## src/rtl/packed_pixel_line_stretch_defines.svh

```systemverilog
// assertion macros shared by the line stretch rtl
`ifndef PACKED_PIXEL_LINE_STRETCH_DEFINES_SVH
`define PACKED_PIXEL_LINE_STRETCH_DEFINES_SVH

`ifndef SYNTHESIS
`define PPLS_ASSERT_IMP(lbl, ante, cons) \
  lbl: assert property (@(posedge clk) disable iff (!rst_n) (ante) |-> (cons)) \
    else $error("ppls assertion failed");
`define PPLS_ASSERT_NEXT(lbl, ante, cons) \
  lbl: assert property (@(posedge clk) disable iff (!rst_n) (ante) |=> (cons)) \
    else $error("ppls assertion failed");
`else
`define PPLS_ASSERT_IMP(lbl, ante, cons)
`define PPLS_ASSERT_NEXT(lbl, ante, cons)
`endif

`endif

```

## src/rtl/ppls_pkg.sv

```systemverilog
// shared constants and types of the line stretch
package ppls_pkg;

  localparam int MAX_WIDTH   = 1024;
  localparam int MAX_RESULTS = 62;
  localparam int MAX_RATIO   = 31;
  localparam int PH_W        = $clog2(MAX_WIDTH);
  localparam int CNT_W       = PH_W + 1;
  localparam int CFG_W       = 11;
  localparam int WT_W        = 8;
  localparam int K_W         = $clog2(MAX_RESULTS + 1);

  typedef logic [CNT_W-1:0] cnt_t;
  typedef logic [PH_W-1:0]  phase_t;
  typedef logic [WT_W-1:0]  wt_t;

  typedef struct packed {
    logic done;
    wt_t  quot;
  } div_res_t;

endpackage

```

## src/rtl/packed_pixel_line_stretch.sv

```systemverilog
// line stretch top level: config registers, sequencer, blend and output register
//
//  channel | dir | handshake             | payload
//  in      | in  | in_tvalid/in_tready   | in_tdata = src_pixel[31:0]
//  out     | out | out_tvalid/out_tready | out_tdata = out_pixel[31:0], out_tlast = line_end
//  cfg     | in  | apb, pready tied high | 0x0 dest_width, 0x4 source_width, 0x8 pixel_mode
//
//  the first pixel of a line gives no beat
//  every later pixel gives result beats in turn: for each, the divider finds the weight
//  bit by bit, ST_DIV takes it, ST_MULA and ST_MULB multiply, and ST_MULB waits while
//  the output register stays full; the input is free again once the last beat of a pixel
//  sits in the output register
//  rst_n is synchronous; registers return to 640 / 512 / xrgb, counters to zero
`include "packed_pixel_line_stretch_defines.svh"

module packed_pixel_line_stretch (
  input  logic        clk,
  input  logic        rst_n,
  input  logic        in_tvalid,
  output logic        in_tready,
  input  logic [31:0] in_tdata,   // src_pixel[31:0]
  output logic        out_tvalid,
  input  logic        out_tready,
  output logic [31:0] out_tdata,  // out_pixel[31:0]
  output logic        out_tlast,
  input  logic        cfg_psel,
  input  logic        cfg_penable,
  input  logic        cfg_pwrite,
  input  logic [3:0]  cfg_paddr,
  input  logic [31:0] cfg_pwdata,
  output logic [31:0] cfg_prdata,
  output logic        cfg_pready
);

  localparam int CNT_W = ppls_pkg::CNT_W;
  localparam int PH_W  = ppls_pkg::PH_W;
  localparam int CFG_W = ppls_pkg::CFG_W;
  localparam int K_W   = ppls_pkg::K_W;
  localparam int EXT_W = 18;

  localparam logic [1:0] REG_DEST = 2'd0;
  localparam logic [1:0] REG_SRC  = 2'd1;
  localparam logic [1:0] REG_MODE = 2'd2;

  localparam logic [2:0] ST_IDLE = 3'd0;
  localparam logic [2:0] ST_DIV  = 3'd1;
  localparam logic [2:0] ST_MULA = 3'd2;
  localparam logic [2:0] ST_MULB = 3'd3;

  logic [CFG_W-1:0] dest_r;
  logic [CFG_W-1:0] src_r;
  logic             mode_r;

  logic [2:0]        state_r;
  ppls_pkg::cnt_t    in_cnt_r;
  ppls_pkg::cnt_t    out_cnt_r;
  ppls_pkg::phase_t  phase_r;
  ppls_pkg::cnt_t    s_r;
  ppls_pkg::cnt_t    d_r;
  logic [K_W-1:0]    k_r;
  logic              last_r;
  logic [31:0]       left_r;
  logic [31:0]       right_r;
  ppls_pkg::wt_t     w_r;
  logic [31:0]       acc_lo_r;
  logic [23:0]       acc_hi_r;
  logic              out_valid_r;
  logic [31:0]       out_pixel_r;
  logic              out_last_r;

  // config port
  logic cfg_wr;
  assign cfg_pready = 1'b1;
  assign cfg_wr     = cfg_psel && cfg_penable && cfg_pwrite && cfg_pready;

  always_ff @(posedge clk) begin
    if (!rst_n) begin
      dest_r <= CFG_W'(640);
      src_r  <= CFG_W'(512);
      mode_r <= 1'b1;
    end else if (cfg_wr) begin
      unique case (cfg_paddr[3:2])
        REG_DEST: dest_r <= cfg_pwdata[CFG_W-1:0];
        REG_SRC:  src_r  <= cfg_pwdata[CFG_W-1:0];
        REG_MODE: mode_r <= cfg_pwdata[0];
        default:  ;
      endcase
    end
  end

  always_comb begin
    unique case (cfg_paddr[3:2])
      REG_DEST: cfg_prdata = 32'(dest_r);
      REG_SRC:  cfg_prdata = 32'(src_r);
      REG_MODE: cfg_prdata = 32'(mode_r);
      default:  cfg_prdata = '0;
    endcase
  end

  // width clamps
  logic [EXT_W-1:0] s_ext;
  logic [EXT_W-1:0] hi_ext;
  logic [EXT_W-1:0] d_ext;
  ppls_pkg::cnt_t   eff_s;
  ppls_pkg::cnt_t   eff_d;

  always_comb begin
    s_ext = EXT_W'(src_r);
    if (s_ext < EXT_W'(2)) begin
      s_ext = EXT_W'(2);
    end else if (s_ext > EXT_W'(ppls_pkg::MAX_WIDTH)) begin
      s_ext = EXT_W'(ppls_pkg::MAX_WIDTH);
    end
    hi_ext = EXT_W'(s_ext * EXT_W'(ppls_pkg::MAX_RATIO));
    if (hi_ext > EXT_W'(ppls_pkg::MAX_WIDTH)) begin
      hi_ext = EXT_W'(ppls_pkg::MAX_WIDTH);
    end
    d_ext = EXT_W'(dest_r);
    if (d_ext > hi_ext) begin
      d_ext = hi_ext;
    end
    if (d_ext < s_ext) begin
      d_ext = s_ext;
    end
    eff_s = CNT_W'(s_ext);
    eff_d = CNT_W'(d_ext);
  end

  // line restart check and input beat
  logic           in_acc;
  logic           restart;
  ppls_pkg::cnt_t ic;
  ppls_pkg::cnt_t oc;
  ppls_pkg::phase_t ph;
  logic [31:0]    pix;

  assign in_tready = (state_r == ST_IDLE);
  assign in_acc    = in_tvalid && in_tready;

  always_comb begin
    restart = (in_cnt_r >= eff_s) || (out_cnt_r >= eff_d) || (CNT_W'(phase_r) >= eff_d);
    ic      = restart ? '0 : in_cnt_r;
    oc      = restart ? '0 : out_cnt_r;
    ph      = restart ? '0 : phase_r;
    pix     = mode_r ? in_tdata : {16'h0000, in_tdata[15:0]};
  end

  // blend datapath
  logic [31:0] m_mask;
  logic [31:0] n_mask;
  logic [8:0]  r_full;
  logic [8:0]  p_w;
  logic [8:0]  q_w;
  logic [23:0] a_m;
  logic [15:0] a_n;
  logic [23:0] b_m;
  logic [15:0] b_n;
  logic [31:0] lo_sum;
  logic [23:0] hi_sum;
  logic [31:0] lo_sh;
  logic [23:0] hi_sh;
  logic [31:0] blend_px;

  always_comb begin
    m_mask   = mode_r ? 32'h00ff00ff : 32'h0000f81f;
    n_mask   = mode_r ? 32'h0000ff00 : 32'h000007e0;
    r_full   = mode_r ? 9'd256 : 9'd32;
    q_w      = {1'b0, w_r};
    p_w      = r_full - q_w;
    a_m      = 24'(left_r & m_mask);
    a_n      = 16'(left_r & n_mask);
    b_m      = 24'(right_r & m_mask);
    b_n      = 16'(right_r & n_mask);
    lo_sum   = acc_lo_r + (32'(b_m) * 32'(q_w));
    hi_sum   = acc_hi_r + (24'(b_n) * 24'(q_w));
    lo_sh    = mode_r ? (lo_sum >> 8) : (lo_sum >> 5);
    hi_sh    = mode_r ? (hi_sum >> 8) : (hi_sum >> 5);
    blend_px = (lo_sh & m_mask) | (32'(hi_sh) & n_mask);
  end

  // per-beat counter step
  ppls_pkg::cnt_t   oc1;
  logic [K_W-1:0]   k1;
  ppls_pkg::cnt_t   psum;
  logic             wrap;
  ppls_pkg::phase_t ph_step;
  logic             cont;
  logic             out_acc;
  logic             out_load;

  always_comb begin
    oc1      = out_cnt_r + 1'b1;
    k1       = k_r + 1'b1;
    psum     = CNT_W'(phase_r) + s_r;
    wrap     = (psum >= d_r);
    ph_step  = wrap ? PH_W'(psum - d_r) : PH_W'(psum);
    cont     = (oc1 < d_r) && (k1 < K_W'(ppls_pkg::MAX_RESULTS)) && (!wrap || last_r);
    out_acc  = out_valid_r && out_tready;
    out_load = (state_r == ST_MULB) && (!out_valid_r || out_tready);
  end

  // weight divider
  logic               div_start;
  ppls_pkg::phase_t   div_phase;
  ppls_pkg::cnt_t     div_dest;
  ppls_pkg::div_res_t div_res;

  always_comb begin
    div_start = (in_acc && (ic != '0)) || (out_load && cont);
    div_phase = (state_r == ST_IDLE) ? phase_r : ph_step;
    div_dest  = (state_r == ST_IDLE) ? eff_d : d_r;
  end

  ppls_div u_div (
    .clk   (clk),
    .rst_n (rst_n),
    .start (div_start),
    .phase (div_phase),
    .dest  (div_dest),
    .res   (div_res)
  );

  // sequencer
  always_ff @(posedge clk) begin
    if (!rst_n) begin
      state_r     <= ST_IDLE;
      in_cnt_r    <= '0;
      out_cnt_r   <= '0;
      phase_r     <= '0;
      k_r         <= '0;
      left_r      <= '0;
    end else begin
      unique case (state_r)
        ST_IDLE: begin
          if (in_acc) begin
            out_cnt_r <= oc;
            phase_r   <= ph;
            if (ic == '0) begin
              left_r   <= pix;
              in_cnt_r <= CNT_W'(1);
            end else begin
              right_r <= pix;
              last_r  <= (ic == eff_s - 1'b1);
              s_r     <= eff_s;
              d_r     <= eff_d;
              k_r     <= '0;
              state_r <= ST_DIV;
            end
          end
        end
        ST_DIV: begin
          if (div_res.done) begin
            w_r     <= mode_r ? div_res.quot : (div_res.quot >> 3);
            state_r <= ST_MULA;
          end
        end
        ST_MULA: begin
          acc_lo_r <= 32'(a_m) * 32'(p_w);
          acc_hi_r <= 24'(a_n) * 24'(p_w);
          state_r  <= ST_MULB;
        end
        ST_MULB: begin
          if (out_load) begin
            k_r <= k1;
            if (wrap) begin
              left_r <= right_r;
            end
            if (cont) begin
              out_cnt_r <= oc1;
              phase_r   <= ph_step;
              state_r   <= ST_DIV;
            end else begin
              state_r <= ST_IDLE;
              if (last_r) begin
                in_cnt_r  <= '0;
                out_cnt_r <= '0;
                phase_r   <= '0;
              end else begin
                in_cnt_r  <= in_cnt_r + 1'b1;
                out_cnt_r <= oc1;
                phase_r   <= ph_step;
              end
            end
          end
        end
        default: state_r <= ST_IDLE;
      endcase
    end
  end

  // output register
  always_ff @(posedge clk) begin
    if (!rst_n) begin
      out_valid_r <= 1'b0;
    end else if (out_load) begin
      out_valid_r <= 1'b1;
    end else if (out_acc) begin
      out_valid_r <= 1'b0;
    end
  end

  always_ff @(posedge clk) begin
    if (out_load) begin
      out_pixel_r <= blend_px;
      out_last_r  <= (oc1 == d_r);
    end
  end

  assign out_tvalid = out_valid_r;
  assign out_tdata  = out_pixel_r;
  assign out_tlast  = out_last_r;

  `PPLS_ASSERT_IMP(a_div_phase_in_range, state_r == ST_DIV, CNT_W'(phase_r) < d_r)
  `PPLS_ASSERT_NEXT(a_item_end_frees_input, out_load && !cont, in_tready)
  `PPLS_ASSERT_IMP(a_result_cap, state_r != ST_IDLE, k_r < K_W'(ppls_pkg::MAX_RESULTS))
  `PPLS_ASSERT_NEXT(a_out_hold, out_valid_r && !out_tready, out_valid_r && $stable(out_tdata))

endmodule

```

## src/rtl/ppls_div.sv

```systemverilog
// bit-serial weight divider: floor(phase * 256 / dest), one quotient bit per cycle
`include "packed_pixel_line_stretch_defines.svh"

module ppls_div (
  input  logic                  clk,
  input  logic                  rst_n,
  input  logic                  start,
  input  ppls_pkg::phase_t      phase,
  input  ppls_pkg::cnt_t        dest,
  output ppls_pkg::div_res_t    res
);

  localparam int STEP_W = $clog2(ppls_pkg::WT_W);

  logic                   busy_r;
  logic                   done_r;
  logic [STEP_W-1:0]      step_r;
  ppls_pkg::phase_t       rem_r;
  ppls_pkg::wt_t          quot_r;

  logic [ppls_pkg::CNT_W-1:0] rem2;
  logic                       ge;
  ppls_pkg::phase_t           rem_nxt;

  always_comb begin
    rem2    = {rem_r, 1'b0};
    ge      = (rem2 >= dest);
    rem_nxt = ge ? ppls_pkg::PH_W'(rem2 - dest) : ppls_pkg::PH_W'(rem2);
  end

  always_ff @(posedge clk) begin
    if (!rst_n) begin
      busy_r <= 1'b0;
      done_r <= 1'b0;
      step_r <= '0;
    end else begin
      done_r <= 1'b0;
      if (start) begin
        busy_r <= 1'b1;
        step_r <= '0;
      end else if (busy_r) begin
        step_r <= step_r + 1'b1;
        if (step_r == STEP_W'(ppls_pkg::WT_W - 1)) begin
          busy_r <= 1'b0;
          done_r <= 1'b1;
        end
      end
    end
  end

  always_ff @(posedge clk) begin
    if (start) begin
      rem_r  <= phase;
      quot_r <= '0;
    end else if (busy_r) begin
      rem_r  <= rem_nxt;
      quot_r <= {quot_r[ppls_pkg::WT_W-2:0], ge};
    end
  end

  assign res.done = done_r;
  assign res.quot = quot_r;

  `PPLS_ASSERT_IMP(a_div_no_restart, start, !busy_r)
  `PPLS_ASSERT_IMP(a_div_rem_below_dest, busy_r, ppls_pkg::CNT_W'(rem_r) < dest)
  `PPLS_ASSERT_IMP(a_div_done_idle, done_r, !busy_r)

endmodule
```

## config.mk

```make
export PLATFORM = sky130hd
export DESIGN_NAME = packed_pixel_line_stretch
export DESIGN_NICKNAME = d
export VERILOG_FILES = /design/src/rtl/ppls_pkg.sv /design/src/rtl/packed_pixel_line_stretch.sv /design/src/rtl/ppls_div.sv
export VERILOG_INCLUDE_DIRS = /design/src /design/src/rtl
export SDC_FILE = /design/constraint.sdc
export NUM_CORES = 2
export LEC_CHECK = 0
export BUFFER_PORTS_ARGS = -buffer_cell sky130_fd_sc_hd__buf_2
export CAP_MARGIN = 5
export CORE_MARGIN = 4
export CORE_UTILIZATION = 48
export CTS_CLUSTER_DIAMETER = 30
export DETAILED_ROUTE_END_ITERATION = 12
export PLACE_DENSITY = 0.71
export RECOVER_POWER = 50
export SETUP_SLACK_MARGIN = 0.2
export SLEW_MARGIN = 10
export SYNTH_ARGS = -nofsm -noshare
export SYNTH_HDL_FRONTEND = slang
export SYNTH_SLANG_ARGS = --single-unit
```

## constraint.sdc

```tcl
create_clock -name clk -period 16.7 [get_ports clk]
set_input_delay 0.835 -clock clk [delete_from_list [all_inputs] [get_ports clk]]
set_output_delay 0.835 -clock clk [all_outputs]
set_load 0.05 [all_outputs]
```

Word level (Yosys, flattened, before mapping). Index checks and enable logic that the tools add are counted.

Add/subtract/negate cells: 11. Multipliers: 5. Div/mod/pow operators: 0. $lt $le $gt $ge: 12. Equal/unequal tests: 16. Shift-type cells: 0. Muxes and demuxes: 59. Bitwise logic cells: 10. Reduce and logical (&&, ||, !) cells: 36.

Operators with widths (count): 2-to-1 mux 11 bit (15); 2-to-1 mux 24 bit (6); 2-to-1 mux 10 bit (10); bitwise AND 24 bit (2); case mux 24 bit (2 select lines) (1); greater-or-equal comparator 11 bit (4); case mux 11 bit (2 select lines) (2); 2-to-1 mux 18 bit (2); case mux 11 bit (3 select lines) (1); adder 32 bit (1); bitwise AND 16 bit (2); multiplier 24 x 8 -> 32 bit (1); multiplier 24 x 9 -> 32 bit (1); bitwise AND 27 x 24 -> 27 bit (1); 2-to-1 mux 27 bit (1); OR 27 x 19 -> 27 bit (1); adder 24 bit (1); multiplier 16 x 8 -> 24 bit (1); multiplier 16 x 9 -> 24 bit (1); adder 11 x 1 -> 11 bit (second input constant) (2); == test 11 bit (2); case mux 10 bit (2 select lines) (1); subtractor 10 bit (2); bitwise AND 19 x 16 -> 19 bit (1); other kinds (45) (87).

Register bits after elaboration: 256. Bits in latches: 0. RAM bits: 0. ROM bits: 0. Output and inout bits: 68. Word-level logic and storage cells: 174. Memories: 0.

Depth between registers and ports, before layout.
Word-level depth: 18. Depth in mapped cells: 57. Depth with buffers taken out: 49.

Hierarchy. From an unflattened synthesis, not the netlist that was laid out.

Cell total of the unflattened synthesis: 3675. Area, all modules: 33450.8 um^2.

Modules (own cells, without submodules): packed_pixel_line_stretch (times used 1, cells an instance 3518, area each 31883.1 um^2, sequential area each 5695.5 um^2); ppls_div (times used 1, cells an instance 157, area each 1567.8 um^2, sequential area each 560.5 um^2).

Worst setup path after synthesis. No wires, ideal clock.

Kind: reg2reg. From: register src_r[6]. To: register d_r[0], enable pin. Library setup time: 0.452 ns. Arrival: 12.858 ns. Data required time: 16.248 ns. Setup slack: 3.390 ns. Cell stages (with the launch flop): 48. Period minus slack after synthesis: 13.310 ns. Path through: dfxtp_1 > or4_1 > o311ai_2 > inv_1 > fa_1 > fa_1 > inv_1 > fa_1 > inv_1 > ha_1 > o21ai_1 > o21ai_2 > a2111oi_4 > nor3_1 > o41a_1 > and4b_1 > clkbuf_1 > nor2b_1 > [12 not listed] > o21a_1 > and2_1 > clkbuf_1 > clkbuf_1 > nand2_1 > o21ai_0 > inv_1 > ha_1 > nor2b_1 > o21a_1 > o21ai_0 > a31oi_1 > o21a_1 > o21ai_0 > a21oi_1 > nor2_1 > o211ai_2 > nor2_1.

Cells in the longest elaborated chain, start to end: 17. Elaborated cells between the ends (all ways): 20. Classes of those cells: 1 x mul; 8 x order compare; 6 x mux; 1 x bitwise; 4 x reduce/logical.

RTL lines: from (decl) (RTL line packed_pixel_line_stretch.sv:51) `logic [CFG_W-1:0] src_r;`; from (signal assigned) (RTL line packed_pixel_line_stretch.sv:84) `REG_SRC: src_r <= cfg_pwdata[CFG_W-1:0];`; > comparator 11 bit (RTL line packed_pixel_line_stretch.sv:111) `end else if (s_ext > EXT_W'(ppls_pkg::MAX_WIDTH)) begin`; 2-to-1 mux 11 bit (RTL line packed_pixel_line_stretch.sv:111); 2-to-1 mux 11 bit * (RTL line packed_pixel_line_stretch.sv:109) `if (s_ext < EXT_W'(2)) begin`; net s_ext[0] (RTL line packed_pixel_line_stretch.sv:101) `logic [EXT_W-1:0] s_ext;`; multiplier 18 x 5 -> 18 bit (RTL line packed_pixel_line_stretch.sv:114) `hi_ext = EXT_W'(s_ext * EXT_W'(ppls_pkg::MAX_RATIO));`; > comparator 18 x 11 -> 1 bit (RTL line packed_pixel_line_stretch.sv:115) `if (hi_ext > EXT_W'(ppls_pkg::MAX_WIDTH)) begin`; 2-to-1 mux 18 bit (RTL line packed_pixel_line_stretch.sv:115); > comparator 11 x 18 -> 1 bit (RTL line packed_pixel_line_stretch.sv:119) `if (d_ext > hi_ext) begin`; [3 not listed]; net d_ext[1] (RTL line packed_pixel_line_stretch.sv:103) `logic [EXT_W-1:0] d_ext;`; greater-or-equal comparator 11 bit (RTL line packed_pixel_line_stretch.sv:141) `restart = (in_cnt_r >= eff_s) || (out_cnt_r >= eff_d) || (CNT_W'(phase_r) >= eff_d);`; logical OR 1 bit (RTL line packed_pixel_line_stretch.sv:141); logical OR 1 bit * (RTL line packed_pixel_line_stretch.sv:141); 2-to-1 mux 11 bit * (RTL line packed_pixel_line_stretch.sv:142) `ic = restart ? '0 : in_cnt_r;`; logical NOT 11 bit * (RTL line packed_pixel_line_stretch.sv:238) `if (ic == '0) begin`; NOT 1 bit (no source line) *; AND reduction 4 bit (no source line) *; to (signal assigned) (RTL line packed_pixel_line_stretch.sv:245) `d_r <= eff_d;`; to (decl) (RTL line packed_pixel_line_stretch.sv:59) `ppls_pkg::cnt_t d_r;`.

The timed path passes the listed nets; every way through them passes the cells marked *. A chain may end at the register's enable or synchronous reset.

Worst setup path in the final report.
From: register src_r[6]. To: register left_r[17].

Cells in the longest elaborated chain, start to end: 17. Elaborated cells between the ends (all ways): 20. Classes of those cells: 1 x mul; 8 x order compare; 1 x eq/ne; 6 x mux; 4 x reduce/logical.

RTL lines: > comparator 11 bit (RTL line packed_pixel_line_stretch.sv:111); 2-to-1 mux 11 bit (RTL line packed_pixel_line_stretch.sv:111); 2-to-1 mux 11 bit * (RTL line packed_pixel_line_stretch.sv:109); net s_ext[0] (RTL line packed_pixel_line_stretch.sv:101); multiplier 18 x 5 -> 18 bit (RTL line packed_pixel_line_stretch.sv:114); > comparator 18 x 11 -> 1 bit (RTL line packed_pixel_line_stretch.sv:115); 2-to-1 mux 18 bit (RTL line packed_pixel_line_stretch.sv:115); > comparator 11 x 18 -> 1 bit (RTL line packed_pixel_line_stretch.sv:119); [3 not listed]; net d_ext[1] (RTL line packed_pixel_line_stretch.sv:103); greater-or-equal comparator 11 bit (RTL line packed_pixel_line_stretch.sv:141); logical OR 1 bit (RTL line packed_pixel_line_stretch.sv:141); logical OR 1 bit * (RTL line packed_pixel_line_stretch.sv:141); 2-to-1 mux 11 bit * (RTL line packed_pixel_line_stretch.sv:142); logical NOT 11 bit * (RTL line packed_pixel_line_stretch.sv:238); != test 2 x 1 -> 1 bit (no source line) *; AND reduction 5 bit (no source line) *; to (signal assigned) (RTL line packed_pixel_line_stretch.sv:239) `left_r <= pix;`; to (signal assigned) (RTL line packed_pixel_line_stretch.sv:266) `left_r <= right_r;`; to (decl) (RTL line packed_pixel_line_stretch.sv:62) `logic [31:0] left_r;`.

Marked as above.

==> flow_summary_export.csv <==
group,metric,value,unit
clock_network,clk_pin_slew_worst_paths,0.04,ns
pwr,power,4.04,mW
global_routing,grt_pass1_wl,139,mm
floorplan,chipHeight,273,um
worst_setup_path,criticalPathCategory,"reg2reg",
placed_design,place_area,34900,um^2
global_routing,grt_antenna_before_repair,0,
sta,tightestPinTransition,3.74,ns
clock_network,cts_tree,"done",
detailed_routing,drt_iter0_drc,1938,
clock_network,clock_sinks,242,
worst_setup_path,cp.required,17.17,ns
sta,fin_setup_tns,0,ns
layout,final_nets,4640,
worst_setup_path,critPathMaxStageDelay,0.74,ns
clock_network,cts_buffers,71,
synthesis,netlist_area,33800,um^2
layout,fin_area,37300,um^2
sta,hold_viol,0,
detailed_routing,wl,84.4,mm
clock_network,cts_resized,0,
layout,multi_input_area,24500,um^2
synthesis,ys_seq_elements,242,
clock_network,post_cts_buffers,0,
detailed_routing,dr_wl_met3,5.77,mm
sta,finalCritPeriodShare,84.2,%
synthesis,yosys_most_used_dff,"edfxtp_1",
worst_setup_path,reg2reg_depth,45,
global_routing,grt_max_degree,72,
worst_setup_path,cp-endpoint,"left_r[17]",
floorplan,core_area,69900,um^2
synthesis,synth.distinct_cells,89,
synthesis,synthCells,3782,
clock_network,cts_root_buf,"clkbuf_16",
placed_design,gp_congestion,0.968,
synthesis,ys_warn_count,0,
floorplan,die-area,74800,um^2
hold_path,hold_start,"in_tdata[13]",
synthesis,yosysTopAreaCellShare,25.2,%
global_routing,grt_overflow,0,
pwr,power_density,108,nW/um^2
detailed_routing,dr_total_vias,26500,
floorplan,rows,97,
detailed_routing,drc,0,
placed_design,port_buffers,81,
layout,final_layout_size_suffix_gt1_share,5.92,%
worst_setup_path,r2r-end,"left_r[17]",
worst_setup_path,timing.reg2reg.setup_slack,2.64,ns
synthesis,synth_edf_count,141,
floorplan,initial_utilization,48.4,%
clock_network,htree_levels,3,
status,failed_checks,"capacitance limit, slew limit",
worst_setup_path,worst_path_max_delay_cell,"o311ai_2",
synthesis,async_flop_share,0,%
sta,maxSlewViolCount,378,
worst_setup_path,arrival,14.53,ns
sta,final_period_minus_worst_setup_slack,14.06,ns
floorplan,top_level_ports,143,
clock_network,hold_buffers,0,
worst_setup_path,critPathLaunch,"src_r[6]",
sta,fmax,71.1,MHz
detailed_routing,drt-wirelength-per-cell,17.6,um
detailed_routing,wl_met1,37.3,mm
detailed_routing,drtPass1Iterations,5,
synthesis,synth_top_area_cell,"fa_1",
detailed_routing,ant_nets,0,
worst_setup_path,startpoint_type,"flop",
synthesis,synth_area_leaders,"fa_1 (25%), ha_1 (13%), edfxtp_1 (13%)",
pwr,ir_drop,0.0763,mV
detailed_routing,wl_met2,38.5,mm
sta,report.final.setup_viol,0,
global_routing,grt_pass1_vias,26500,
worst_setup_path,crit_top_cell,"inv_1",
detailed_routing,drt-vias-per-instance,5.54,
clock_network,insertion_delay,0.61,ns
layout,n_fill_cell,6411,
pwr,p_leak,17.5,nW
synthesis,syn_avg_cell_area,8.94,um^2
layout,regArea,6260,um^2
hold_path,min_path_type,"in2reg",
sta,skew,0.0486,ns
layout,syn2layout_area_growth,10.3,%
sta,maxSlewHeadroom,-149,%
layout,final_util,53.3,%
placed_design,hpwl,64.3,mm
status,status,"finished, violations left",
worst_setup_path,critPathMaxFanout,30,
clock_network,cts_buffer_depth,3,
synthesis,ys_seq_area_share,18.5,%
run,maxCapViolCount,9,
floorplan,die_w,273,um
detailed_routing,top_layer_used,"met4",
worst_setup_path,endpoint_kind,"flop",
worst_setup_path,r2r-start,"src_r[6]",
global_routing,grt_use_total,23.0,%
sta,rsz0062_at_grt,"false",
==> routing by layer <==
layer | GRT usage, % | vias to the layer above
met3 | 3.16 | 151
met4 | 7.11 | 0
met5 | 0 | -
met1 | 32.6 | 13000
met2 | 36.7 | 960
li1 | - | 12400
==> flip-flops by register name, summed over array words and instances, names as in the netlist, 2 cells and up <==
register / count
k_r: 6
u_div.step_r: 3
src_r: 11
w_r: 8
s_r: 11
right_r: 24
u_div.rem_r: 10
state_r: 2
d_r: 11
acc_hi_r: 19
dest_r: 11
out_cnt_r: 11
acc_lo_r: 32
in_cnt_r: 11
left_r: 24
out_tdata: 24
u_div.quot_r: 8
phase_r: 10
==> cell type report <==
| type | count | share of cell area [%] |
|---|---|---|
| antenna | 1 | 0.00671 |
| timing repair buffer | 121 | 1.58 |
| multi-input combinational | 2749 | 65.6 |
| clock buffer | 91 | 5.21 |
| clock inverter | 40 | 1.51 |
| sequential | 242 | 16.8 |
| tap | 940 | 3.15 |
| inverter | 608 | 6.14 |
==> synth_stat cells, drive strengths merged, types with 7 or more instances <==
master     n
a2111oi    7
a211o     11
a211oi    38
a21boi    10
a21o      32
a21oi    154
a22oi     10
a31oi     16
and2     128
and3      89
and4       7
buf       68
clkbuf   143
dfxtp    101
edfxtp   141
fa       426
ha       346
inv      603
mux2       9
mux2i     83
nand2    396
nand2b    20
nand3    114
nand3b     9
nand4     23
nor2     225
nor2b     44
nor3      56
nor4       8
o2111ai   10
o211ai    19
o21a      31
o21ai    116
o21bai     8
o22ai      9
o311ai     9
o31ai     10
or3       26
xnor2     88
xor2      49
==> report_power, final <==
| part | internal [mW] | total [mW] | switching, mW | leakage (nW) |
|---|---|---|---|---|
| registers | 0.764 | 0.829 | 0.0653 | 2.11 |
| logic | 0.736 | 1.81 | 1.07 | 14.2 |
| clock network | 0.976 | 1.40 | 0.427 | 1.21 |
==> cells in the final DEF (no fill, tap or decap), types with 30 or more instances in the layout <==
cell type	instances
xor2_1	47
and2_1	115
mux2i_1	83
o21ai_0	113
and3_1	89
fa_1	426
inv_1	601
a21oi_1	153
clkbuf_1	80
nand2_1	395
ha_1	346
a21o_1	32
nor3_1	56
dfxtp_1	101
o21a_1	31
edfxtp_1	141
nor2b_1	44
xnor2_1	87
nor2_1	224
nand3_1	114
clkbuf_16	72
conb_1	30
==> cell families (layout without fill, tap and decap cells) <==
logic type      after synthesis  after routing  share of synthesized area, %
compound gates              539            539                          10.7
flops                       242            242                          18.5
xor+xnor                    137            137                          3.55
fa+ha+maj                   772            772                          38.0
simple gates               1179           1179                          16.9
other cells                   2             31                        0.0222
mux                          92             92                          2.76
buf+inv                     819            860                          9.56
==> worst min-delay path by stage <==
stage,end,slack (ns),depth (start not counted)
2_1_floorplan,k_r[5],0.46,2
3_3_place_gp,k_r[5],0.47,2
3_5_place_dp,k_r[5],0.48,2
4_1_cts,right_r[13],0.41,1
5_1_grt,right_r[13],0.46,1
6_report,right_r[13],0.48,1
==> through the flow <==
stage / hold WS [ns] / instances / worst slack [ns]
after floorplan: 0.455 / 3810 / 3.39
after global placement: 0.473 / 4660 / 2.95
after detailed placement: 0.479 / 4660 / 2.83
after CTS: 0.411 / 4791 / 2.80
after global routing: 0.460 / 4791 / 1.87
final: 0.475 / 4792 / 2.64
==> critical path: cells and delay by family, from the launching register on <==
| family | cells | cell delay, ns |
|---|---|---|
| adder cells (fa/ha/maj) | 7 | 2.96 |
| multiplexers | 1 | 0.42 |
| flip-flops | 1 | 0.32 |
| AO/OA/AOI/OAI | 21 | 5.92 |
| buffers and inverters | 8 | 1.73 |
| AND/OR/NAND/NOR | 8 | 2.49 |
Note: power is estimated with default switching activity, not from simulation.
